[config.mk]
export PLATFORM = sky130hd
export DESIGN_NAME = lru_tag_slot_cache_core
export DESIGN_NICKNAME = d
export VERILOG_FILES = /design/src/rtl/ltsc_pkg.sv /design/src/rtl/ltsc_slot_cell.sv /design/src/rtl/lru_tag_slot_cache_core.sv
export VERILOG_INCLUDE_DIRS = /design/src /design/src/rtl
export SDC_FILE = /design/constraint.sdc
export NUM_CORES = 2
export LEC_CHECK = 0
export BUFFER_PORTS_ARGS = -buffer_cell sky130_fd_sc_hd__buf_2
export CORE_AREA = 2 2 387 542
export DETAILED_ROUTE_END_ITERATION = 6
export DIE_AREA = 0 0 389 544
export GPL_ROUTABILITY_DRIVEN = 0
export GPL_TIMING_DRIVEN = 1
export PLACE_DENSITY_LB_ADDON = 0.3
export SLEW_MARGIN = 20
export SYNTH_ARGS = -nofsm -noshare
export SYNTH_HDL_FRONTEND = slang
export SYNTH_HIERARCHICAL = 1
export SYNTH_SLANG_ARGS = --single-unit
export TNS_END_PERCENT = 5
[constraint.sdc]
create_clock -name clk -period 9.4 [get_ports clk]
set_input_delay 0.47 -clock clk [delete_from_list [all_inputs] [get_ports clk]]
set_output_delay 0.47 -clock clk [all_outputs]
set_load 0.01 [all_outputs]
[src/rtl/lru_tag_slot_cache_core_defines.svh]
// Assertion macros used by the slot cache top level
`ifndef LRU_TAG_SLOT_CACHE_CORE_DEFINES_SVH
`define LRU_TAG_SLOT_CACHE_CORE_DEFINES_SVH

// Same-cycle implication, checked outside reset
`define LTSC_ASSERT_NOW(label, clk, rst_n, ante, cons, msg) \
    label: assert property (@(posedge clk) disable iff (!rst_n) (ante) |-> (cons)) \
        else $error(msg);

// Next-cycle implication, checked outside reset
`define LTSC_ASSERT_NEXT(label, clk, rst_n, ante, cons, msg) \
    label: assert property (@(posedge clk) disable iff (!rst_n) (ante) |=> (cons)) \
        else $error(msg);

`endif

[src/rtl/ltsc_pkg.sv]
// Types, codes and constants of the slot cache
package ltsc_pkg;

    // Slot count default and index width fixed by the slot_index field
    localparam int DEF_NUM_SLOTS = 8;
    localparam int SLOT_IDX_W    = 6;
    localparam int USED_W        = 7;
    localparam int KB_SHIFT      = 10;

    // Field widths
    localparam int CMD_W  = 2;
    localparam int KEY_W  = 32;
    localparam int TIME_W = 32;
    localparam int LEN_W  = 24;
    localparam int DIM_W  = 16;
    localparam int STAT_W = 2;
    localparam int KB_W   = 20;
    localparam int PROD_W = USED_W + LEN_W;

    // Commands
    localparam logic [CMD_W-1:0] CMD_LOOKUP = 2'd0;
    localparam logic [CMD_W-1:0] CMD_INSERT = 2'd1;
    localparam logic [CMD_W-1:0] CMD_CLEAR  = 2'd2;
    localparam logic [CMD_W-1:0] CMD_STATS  = 2'd3;

    // Result status codes
    localparam logic [STAT_W-1:0] STAT_OK     = 2'd0;
    localparam logic [STAT_W-1:0] STAT_MISS   = 2'd1;
    localparam logic [STAT_W-1:0] STAT_REJECT = 2'd2;

    // Configuration register indexes
    localparam int CFG_IDX_W = 2;
    localparam logic [CFG_IDX_W-1:0] CFG_CAPACITY = 2'd0;
    localparam logic [CFG_IDX_W-1:0] CFG_DEF_W    = 2'd1;
    localparam logic [CFG_IDX_W-1:0] CFG_DEF_H    = 2'd2;
    localparam int CFG_DATA_W = 24;

    // Configuration reset values
    localparam logic [LEN_W-1:0] RST_CAPACITY = 24'd580608;
    localparam logic [DIM_W-1:0] RST_DEF_W    = 16'd1024;
    localparam logic [DIM_W-1:0] RST_DEF_H    = 16'd1024;

    // Slot write operations broadcast to the cells
    localparam int WR_OP_W = 2;
    localparam logic [WR_OP_W-1:0] WR_NONE  = 2'd0;
    localparam logic [WR_OP_W-1:0] WR_TOUCH = 2'd1;
    localparam logic [WR_OP_W-1:0] WR_FILL  = 2'd2;
    localparam logic [WR_OP_W-1:0] WR_CLEAR = 2'd3;

    // Input item payload, last field in the low bits
    typedef struct packed {
        logic [DIM_W-1:0]  item_height;
        logic [DIM_W-1:0]  item_width;
        logic [LEN_W-1:0]  item_length;
        logic [TIME_W-1:0] now_time;
        logic [KEY_W-1:0]  key_hash;
    } in_t;

    // Result item payload, last field in the low bits
    typedef struct packed {
        logic [3:0]            pad;
        logic [KB_W-1:0]       held_kbytes;
        logic [USED_W-1:0]     used_count;
        logic [DIM_W-1:0]      stored_height;
        logic [DIM_W-1:0]      stored_width;
        logic [LEN_W-1:0]      stored_length;
        logic                  evicted;
        logic [SLOT_IDX_W-1:0] slot_index;
        logic [STAT_W-1:0]     status;
    } res_t;

    // Search token walking the cell chain
    typedef struct packed {
        logic                  valid;
        logic [KEY_W-1:0]      key;
        logic                  hit;
        logic [SLOT_IDX_W-1:0] hit_idx;
        logic [LEN_W-1:0]      hit_len;
        logic [DIM_W-1:0]      hit_w;
        logic [DIM_W-1:0]      hit_h;
        logic                  empty;
        logic [SLOT_IDX_W-1:0] empty_idx;
        logic                  min_ok;
        logic [TIME_W-1:0]     min_time;
        logic [SLOT_IDX_W-1:0] min_idx;
        logic [USED_W-1:0]     used;
    } scan_t;

    // Slot write broadcast
    typedef struct packed {
        logic [WR_OP_W-1:0]    op;
        logic [SLOT_IDX_W-1:0] idx;
        logic [KEY_W-1:0]      key;
        logic [LEN_W-1:0]      len;
        logic [TIME_W-1:0]     stamp;
        logic [DIM_W-1:0]      w;
        logic [DIM_W-1:0]      h;
    } wr_t;

endpackage

[src/rtl/ltsc_slot_cell.sv]
// One directory slot: holds its entry and updates the passing search token
module ltsc_slot_cell
    import ltsc_pkg::*;
#(
    parameter int SLOT_ID = 0
)
(
    input  logic  clk,
    input  logic  rst_n,
    input  scan_t tok_in,
    output scan_t tok_out,
    input  wr_t   wr
);

    localparam logic [SLOT_IDX_W-1:0] MY_IDX = SLOT_IDX_W'(SLOT_ID);

    logic [KEY_W-1:0]  key_reg;
    logic [LEN_W-1:0]  len_reg;
    logic [TIME_W-1:0] time_reg;
    logic [DIM_W-1:0]  w_reg;
    logic [DIM_W-1:0]  h_reg;
    scan_t             tok_reg;
    scan_t             tok_next;
    logic              sel;

    assign sel = (wr.idx == MY_IDX);

    // Fold this slot into the token
    always_comb
    begin
        tok_next = tok_in;
        if (!tok_in.hit && key_reg == tok_in.key && len_reg != '0)
        begin
            tok_next.hit     = 1'b1;
            tok_next.hit_idx = MY_IDX;
            tok_next.hit_len = len_reg;
            tok_next.hit_w   = w_reg;
            tok_next.hit_h   = h_reg;
        end
        if (!tok_in.empty && key_reg == '0)
        begin
            tok_next.empty     = 1'b1;
            tok_next.empty_idx = MY_IDX;
        end
        // strict compare keeps the lowest index on a tie
        if (!tok_in.min_ok || time_reg < tok_in.min_time)
        begin
            tok_next.min_ok   = 1'b1;
            tok_next.min_time = time_reg;
            tok_next.min_idx  = MY_IDX;
        end
        if (len_reg != '0)
        begin
            tok_next.used = tok_in.used + USED_W'(1);
        end
    end

    // Token hand-off to the next cell
    always_ff @(posedge clk or negedge rst_n)
    begin
        if (!rst_n)
        begin
            tok_reg <= '0;
        end
        else
        begin
            tok_reg <= tok_next;
        end
    end

    assign tok_out = tok_reg;

    // Key, length and time: cleared by reset and by the clear command
    always_ff @(posedge clk or negedge rst_n)
    begin
        if (!rst_n)
        begin
            key_reg  <= '0;
            len_reg  <= '0;
            time_reg <= '0;
        end
        else
        begin
            unique case (wr.op)
                WR_CLEAR:
                begin
                    key_reg  <= '0;
                    len_reg  <= '0;
                    time_reg <= '0;
                end
                WR_FILL:
                begin
                    if (sel)
                    begin
                        key_reg  <= wr.key;
                        len_reg  <= wr.len;
                        time_reg <= wr.stamp;
                    end
                end
                WR_TOUCH:
                begin
                    if (sel)
                    begin
                        time_reg <= wr.stamp;
                    end
                end
                default:
                begin
                end
            endcase
        end
    end

    // Width and height: meaningful only once filled
    always_ff @(posedge clk)
    begin
        if (wr.op == WR_FILL && sel)
        begin
            w_reg <= wr.w;
            h_reg <= wr.h;
        end
    end

endmodule

[src/rtl/lru_tag_slot_cache_core.sv]
// Top level of the fully associative LRU slot cache
// Fully associative slot directory with timestamp LRU replacement. Each item
// (command in s_tuser) is taken when the block is idle; a search token then
// walks the chain of NUM_SLOTS slot cells, one cell per cycle, collecting the
// first hit, the first empty slot, the oldest slot and the occupancy. A
// register captures the finished token; the finish state then applies the
// slot update and loads the result register while no previous result still
// waits on m_tready. The next item is accepted while a result still waits on
// m_tready. Configuration writes are taken in any cycle and must only be
// issued while the block is idle.
`include "lru_tag_slot_cache_core_defines.svh"

module lru_tag_slot_cache_core
    import ltsc_pkg::*;
#(
    parameter int NUM_SLOTS = DEF_NUM_SLOTS
)
(
    input  logic                  clk,
    input  logic                  rst_n,
    // input items
    input  logic                  s_tvalid,
    output logic                  s_tready,
    input  logic [119:0]          s_tdata,  // key_hash, now_time, item_length, item_width, item_height
    input  logic [CMD_W-1:0]      s_tuser,  // command
    // result items
    output logic                  m_tvalid,
    input  logic                  m_tready,
    output logic [95:0]           m_tdata,  // status, slot_index, evicted, stored_length,
                                            // stored_width, stored_height, used_count,
                                            // held_kbytes, zero pad
    // configuration writes
    input  logic                  cfg_valid,
    output logic                  cfg_ready,
    input  logic [CFG_IDX_W-1:0]  cfg_index,
    input  logic [CFG_DATA_W-1:0] cfg_data
);

    localparam logic [1:0] S_IDLE = 2'd0;
    localparam logic [1:0] S_SCAN = 2'd1;
    localparam logic [1:0] S_FIN  = 2'd2;

    logic [1:0]       state_reg, state_next;
    logic             start_reg;
    in_t              item_reg;
    logic [CMD_W-1:0] cmd_reg;
    scan_t            done_reg;
    scan_t            tok [NUM_SLOTS+1];
    wr_t              wr;
    res_t             res;
    res_t             res_reg;
    logic             m_tvalid_reg, m_tvalid_next;
    logic             fin_go;
    logic             accept;

    logic [LEN_W-1:0]  cap_reg;
    logic [DIM_W-1:0]  defw_reg;
    logic [DIM_W-1:0]  defh_reg;

    logic [LEN_W-1:0]      clamp_len;
    logic [DIM_W-1:0]      ins_w;
    logic [DIM_W-1:0]      ins_h;
    logic [SLOT_IDX_W-1:0] victim;
    logic [PROD_W-1:0]     prod;

    // Configuration registers
    assign cfg_ready = 1'b1;

    always_ff @(posedge clk or negedge rst_n)
    begin
        if (!rst_n)
        begin
            cap_reg  <= RST_CAPACITY;
            defw_reg <= RST_DEF_W;
            defh_reg <= RST_DEF_H;
        end
        else if (cfg_valid)
        begin
            unique case (cfg_index)
                CFG_CAPACITY: cap_reg  <= cfg_data;
                CFG_DEF_W:    defw_reg <= cfg_data[DIM_W-1:0];
                CFG_DEF_H:    defh_reg <= cfg_data[DIM_W-1:0];
                default:
                begin
                end
            endcase
        end
    end

    // Input side
    assign s_tready = (state_reg == S_IDLE);
    assign accept   = s_tvalid && s_tready;

    always_ff @(posedge clk)
    begin
        if (accept)
        begin
            item_reg <= in_t'(s_tdata);
            cmd_reg  <= s_tuser;
        end
        if (tok[NUM_SLOTS].valid)
        begin
            done_reg <= tok[NUM_SLOTS];
        end
    end

    // Sequencer
    assign fin_go = (state_reg == S_FIN) && (!m_tvalid_reg || m_tready);

    always_comb
    begin
        state_next = state_reg;
        unique case (state_reg)
            S_IDLE: if (accept) state_next = S_SCAN;
            S_SCAN: if (tok[NUM_SLOTS].valid) state_next = S_FIN;
            S_FIN:  if (fin_go) state_next = S_IDLE;
            default: state_next = S_IDLE;
        endcase
    end

    always_ff @(posedge clk or negedge rst_n)
    begin
        if (!rst_n)
        begin
            state_reg <= S_IDLE;
            start_reg <= 1'b0;
        end
        else
        begin
            state_reg <= state_next;
            start_reg <= accept;
        end
    end

    // Fresh token at the head of the chain
    always_comb
    begin
        tok[0]           = '0;
        tok[0].valid     = start_reg;
        tok[0].key       = item_reg.key_hash;
    end

    // Cell chain
    for (genvar g = 0; g < NUM_SLOTS; g++)
    begin : g_cell
        ltsc_slot_cell #(
            .SLOT_ID (g)
        ) u_cell (
            .clk     (clk),
            .rst_n   (rst_n),
            .tok_in  (tok[g]),
            .tok_out (tok[g+1]),
            .wr      (wr)
        );
    end

    // Insert operands
    assign clamp_len = (item_reg.item_length > cap_reg) ? cap_reg : item_reg.item_length;
    assign ins_w     = (item_reg.item_width == '0) ? defw_reg : item_reg.item_width;
    assign ins_h     = (item_reg.item_height == '0) ? defh_reg : item_reg.item_height;
    assign victim    = done_reg.empty ? done_reg.empty_idx : done_reg.min_idx;
    assign prod      = PROD_W'(done_reg.used) * PROD_W'(cap_reg);

    // Result and slot update
    always_comb
    begin
        res      = '0;
        wr       = '0;
        wr.op    = WR_NONE;
        wr.key   = item_reg.key_hash;
        wr.stamp = item_reg.now_time;
        wr.len   = clamp_len;
        wr.w     = ins_w;
        wr.h     = ins_h;
        unique case (cmd_reg)
            CMD_LOOKUP:
            begin
                if (done_reg.hit)
                begin
                    res.slot_index    = done_reg.hit_idx;
                    res.stored_length = done_reg.hit_len;
                    res.stored_width  = done_reg.hit_w;
                    res.stored_height = done_reg.hit_h;
                    wr.op             = WR_TOUCH;
                    wr.idx            = done_reg.hit_idx;
                end
                else
                begin
                    res.status = STAT_MISS;
                end
            end
            CMD_INSERT:
            begin
                if (item_reg.item_length == '0)
                begin
                    res.status = STAT_REJECT;
                end
                else
                begin
                    res.slot_index    = victim;
                    res.evicted       = !done_reg.empty;
                    res.stored_length = clamp_len;
                    res.stored_width  = ins_w;
                    res.stored_height = ins_h;
                    wr.op             = WR_FILL;
                    wr.idx            = victim;
                end
            end
            CMD_CLEAR:
            begin
                wr.op = WR_CLEAR;
            end
            CMD_STATS:
            begin
                res.used_count  = done_reg.used;
                res.held_kbytes = prod[KB_SHIFT +: KB_W];
            end
            default:
            begin
            end
        endcase
        if (!fin_go)
        begin
            wr.op = WR_NONE;
        end
    end

    // Output register
    assign m_tvalid_next = fin_go ? 1'b1 : (m_tready ? 1'b0 : m_tvalid_reg);

    always_ff @(posedge clk or negedge rst_n)
    begin
        if (!rst_n)
        begin
            m_tvalid_reg <= 1'b0;
        end
        else
        begin
            m_tvalid_reg <= m_tvalid_next;
        end
    end

    always_ff @(posedge clk)
    begin
        if (fin_go)
        begin
            res_reg <= res;
        end
    end

    assign m_tvalid = m_tvalid_reg;
    assign m_tdata  = res_reg;

    // Checks
    `LTSC_ASSERT_NEXT(a_accept_starts_scan, clk, rst_n, accept, (state_reg == S_SCAN) && start_reg, "accepted item did not start a scan")
    `LTSC_ASSERT_NOW(a_token_end_in_scan, clk, rst_n, tok[NUM_SLOTS].valid, state_reg == S_SCAN, "token left the chain outside a scan")
    `LTSC_ASSERT_NEXT(a_finish_loads_result, clk, rst_n, fin_go, m_tvalid && (state_reg == S_IDLE), "finish did not present a result")
    `LTSC_ASSERT_NOW(a_used_bounded, clk, rst_n, m_tvalid, res_reg.used_count <= USED_W'(NUM_SLOTS), "occupancy above slot count")

endmodule
==> results.tsv <==
metric	value	unit
status	finished, violations left	
violations	slew limit	
synthCells	6944	
r2r_cells	15	
r2r_start	done_reg[2]$_DFFE_PP_	
cpMostUsedCell	fa_1	
synth_warnings	6	
cts_buffer_depth	4	
largest_reg_flops	1127	
crit_path_max_fanout	25	
dr_total_vias	58200	
cp-endpoint	m_tdata[85]$_SDFFCE_PP0P_	
first_pass_iters	5	
drtIter0Drc	4222	
ant_nets	0	
antenna_found_initial	2	
cp.required	9940	ps
fin_crit_sh	0.602	
overflow	0	
wl_per_cell	22.7	um
crit_start	done_reg[2]$_DFFE_PP_	
slew_headroom	-2.27	
final_core_util	0.553	
synth_area_per_cell	14.5	um^2
setup_tns	0	ps
syn_to_final_growth	13.7	%
r2r_end	m_tdata[85]$_SDFFCE_PP0P_	
cp-end-kind	flip-flop	
total_power	0.0280	W
syn_area	0.101	mm^2
crit_type	reg2reg	
rrSetupSlack	3740	ps
stdcell_count	10400	
cts.sinks	2444	
path_clk_slew	60	ps
final-hold-violation-count	0	
p_leak	50.7	nW
cp.arrival	6200	ps
numPlacedInstances	9817	
cts_tree	built	
fp.dieH	544	um
power_density	245	mW/mm^2
remaining_drc_errors	0	
min_period	5660	ps
wirelength	235000	um
insertion_delay	920	ps
io_pins	252	
drv_slew	39	
drive_gt1_frac	0.205	
fmax	0.177	GHz
clockRootBuffer	clkbuf_16	
place_area	0.105	mm^2
hold_path.class	in2async	
io_buffers	246	
ir_drop	221	uV
finalSetupViolations	0	
core	0.207	mm^2
cap_viol_max_count	0	
cts_resized	0	
grt_pass1_vias	61900	
path_cells	and2_1, fa_1, ha_1, inv_1, fa_1, fa_1, inv_1, ha_1, and4_1, a221oi_2, o211ai_1, a211oi_1, o31ai_1, xnor2_1, nor2_1	
slowest_delay	870	ps
initial_core_util	0.486	
die_w	389	um
final_cell_area	0.115	mm^2
ff_latch_area	0.0639	mm^2
tightest_slew	4840	ps
htreeDepth	4	
fin_nets	8100	
grt_pass1_wl	366000	um
cp-start-kind	flip-flop	
rsz0062_at_grt	no	
core.rowCount	198	
via_per_inst	5.60	
cts_buffers	227	
hpwl	158000	um
clock_skew	129	ps
grtUsageTotal	0.223	
multiInputGateArea	0.0345	mm^2
fillers	16300	
dieArea	0.212	mm^2
slowest_stage	edfxtp_1	
grt_max_degree	188	
-- worst min-delay path by stage --
stage                                                  from                                       to  slack, ps  depth (start not counted)
finish                                                rst_n   g_cell[5].u_cell/tok_out[14]$_DFF_PN0_        190                          2
global route                                          rst_n   g_cell[6].u_cell/tok_out[25]$_DFF_PN0_        240                          2
detailed placement                      start_reg$_DFF_PN0_  g_cell[0].u_cell/tok_out[148]$_DFF_PN0_        340                          0
global placement    g_cell[2].u_cell/tok_out[148]$_DFF_PN0_  g_cell[3].u_cell/tok_out[148]$_DFF_PN0_        330                          0
floorplan                                             rst_n                   cap_reg[0]$_DFFE_PN0P_        170                          0
CTS                                                   rst_n   g_cell[5].u_cell/tok_out[14]$_DFF_PN0_        190                          2
-- final cells by class --
type | count | share of cell area
Antenna cell | 2 | 0.0000437
Clock buffer | 314 | 0.0561
Clock inverter | 102 | 0.00989
Inverter | 406 | 0.0133
Multi-Input combinational cell | 3935 | 0.301
Sequential cell | 2444 | 0.558
Tap cell | 2700 | 0.0295
Timing Repair Buffer | 485 | 0.0314
-- power by group --
group          leakage (nW)  internal, W  switching, W  total, W
logic                  17.8      0.00244       0.00363   0.00607
registers              29.2       0.0119      0.000750    0.0126
clock network          3.71      0.00534       0.00398   0.00931
-- what timing repair did --
item	in CTS	in global routing
hold buffers	149	0
setup endpoints to repair	0	0
hold endpoints to repair	269	0
setup buffers	0	0
-- per-stage QoR --
| step | worst slack, ps | hold slack (ps) |
|---|---|---|
| final | 3740 | 187 |
| after floorplan | 4530 | 174 |
| after global routing | 3550 | 237 |
| after CTS | 3800 | 192 |
| after global placement | 4070 | 332 |
| after detailed placement | 3870 | 336 |
-- layer usage --
| metal | vias to the layer above | wire (um) | global-route usage |
|---|---|---|---|
| li1 | 25900 | - | - |
| met1 | 30400 | 96900 | 0.284 |
| met2 | 1421 | 120000 | 0.390 |
| met3 | 425 | 9260 | 0.0261 |
| met4 | 0 | 9060 | 0.0850 |
| met5 | - | 0 | 0 |
-- critical path: cells and delay by family, from the launching register on --
kind            cells  cell delay (ps)
flops               1              870
fa+ha+maj           5             2130
xor+xnor            1              170
buf+inv             2              100
simple gates        3              550
compound gates      4             1520
-- cell usage in the layout, fill, tap and decap left out, types with 21 or more instances in the layout --
| cell | n |
|---|---|
| nor2_1 | 73 |
| edfxtp_1 | 553 |
| dfrtp_1 | 1882 |
| buf_2 | 245 |
| xor2_1 | 58 |
| mux2_2 | 537 |
| clkinv_2 | 42 |
| and2_1 | 114 |
| nand3_1 | 76 |
| nand2b_1 | 21 |
| clkbuf_16 | 230 |
| nor4_1 | 150 |
| clkbuf_8 | 36 |
| buf_4 | 76 |
| mux2_4 | 193 |
| nand4_1 | 127 |
| dlygate4sd3_1 | 149 |
| nor3_1 | 43 |
| a21oi_1 | 137 |
| or2_2 | 41 |
| nor2b_1 | 114 |
| xnor2_1 | 258 |
| nand2_1 | 235 |
| fa_1 | 107 |
| inv_1 | 405 |
| ha_1 | 341 |
| a22o_1 | 730 |
| o21ai_0 | 109 |
| a21o_1 | 54 |
| a31o_2 | 24 |
| clkbuf_1 | 48 |
| conb_1 | 174 |
No activity file was read; power rests on OpenSTA's default activity.
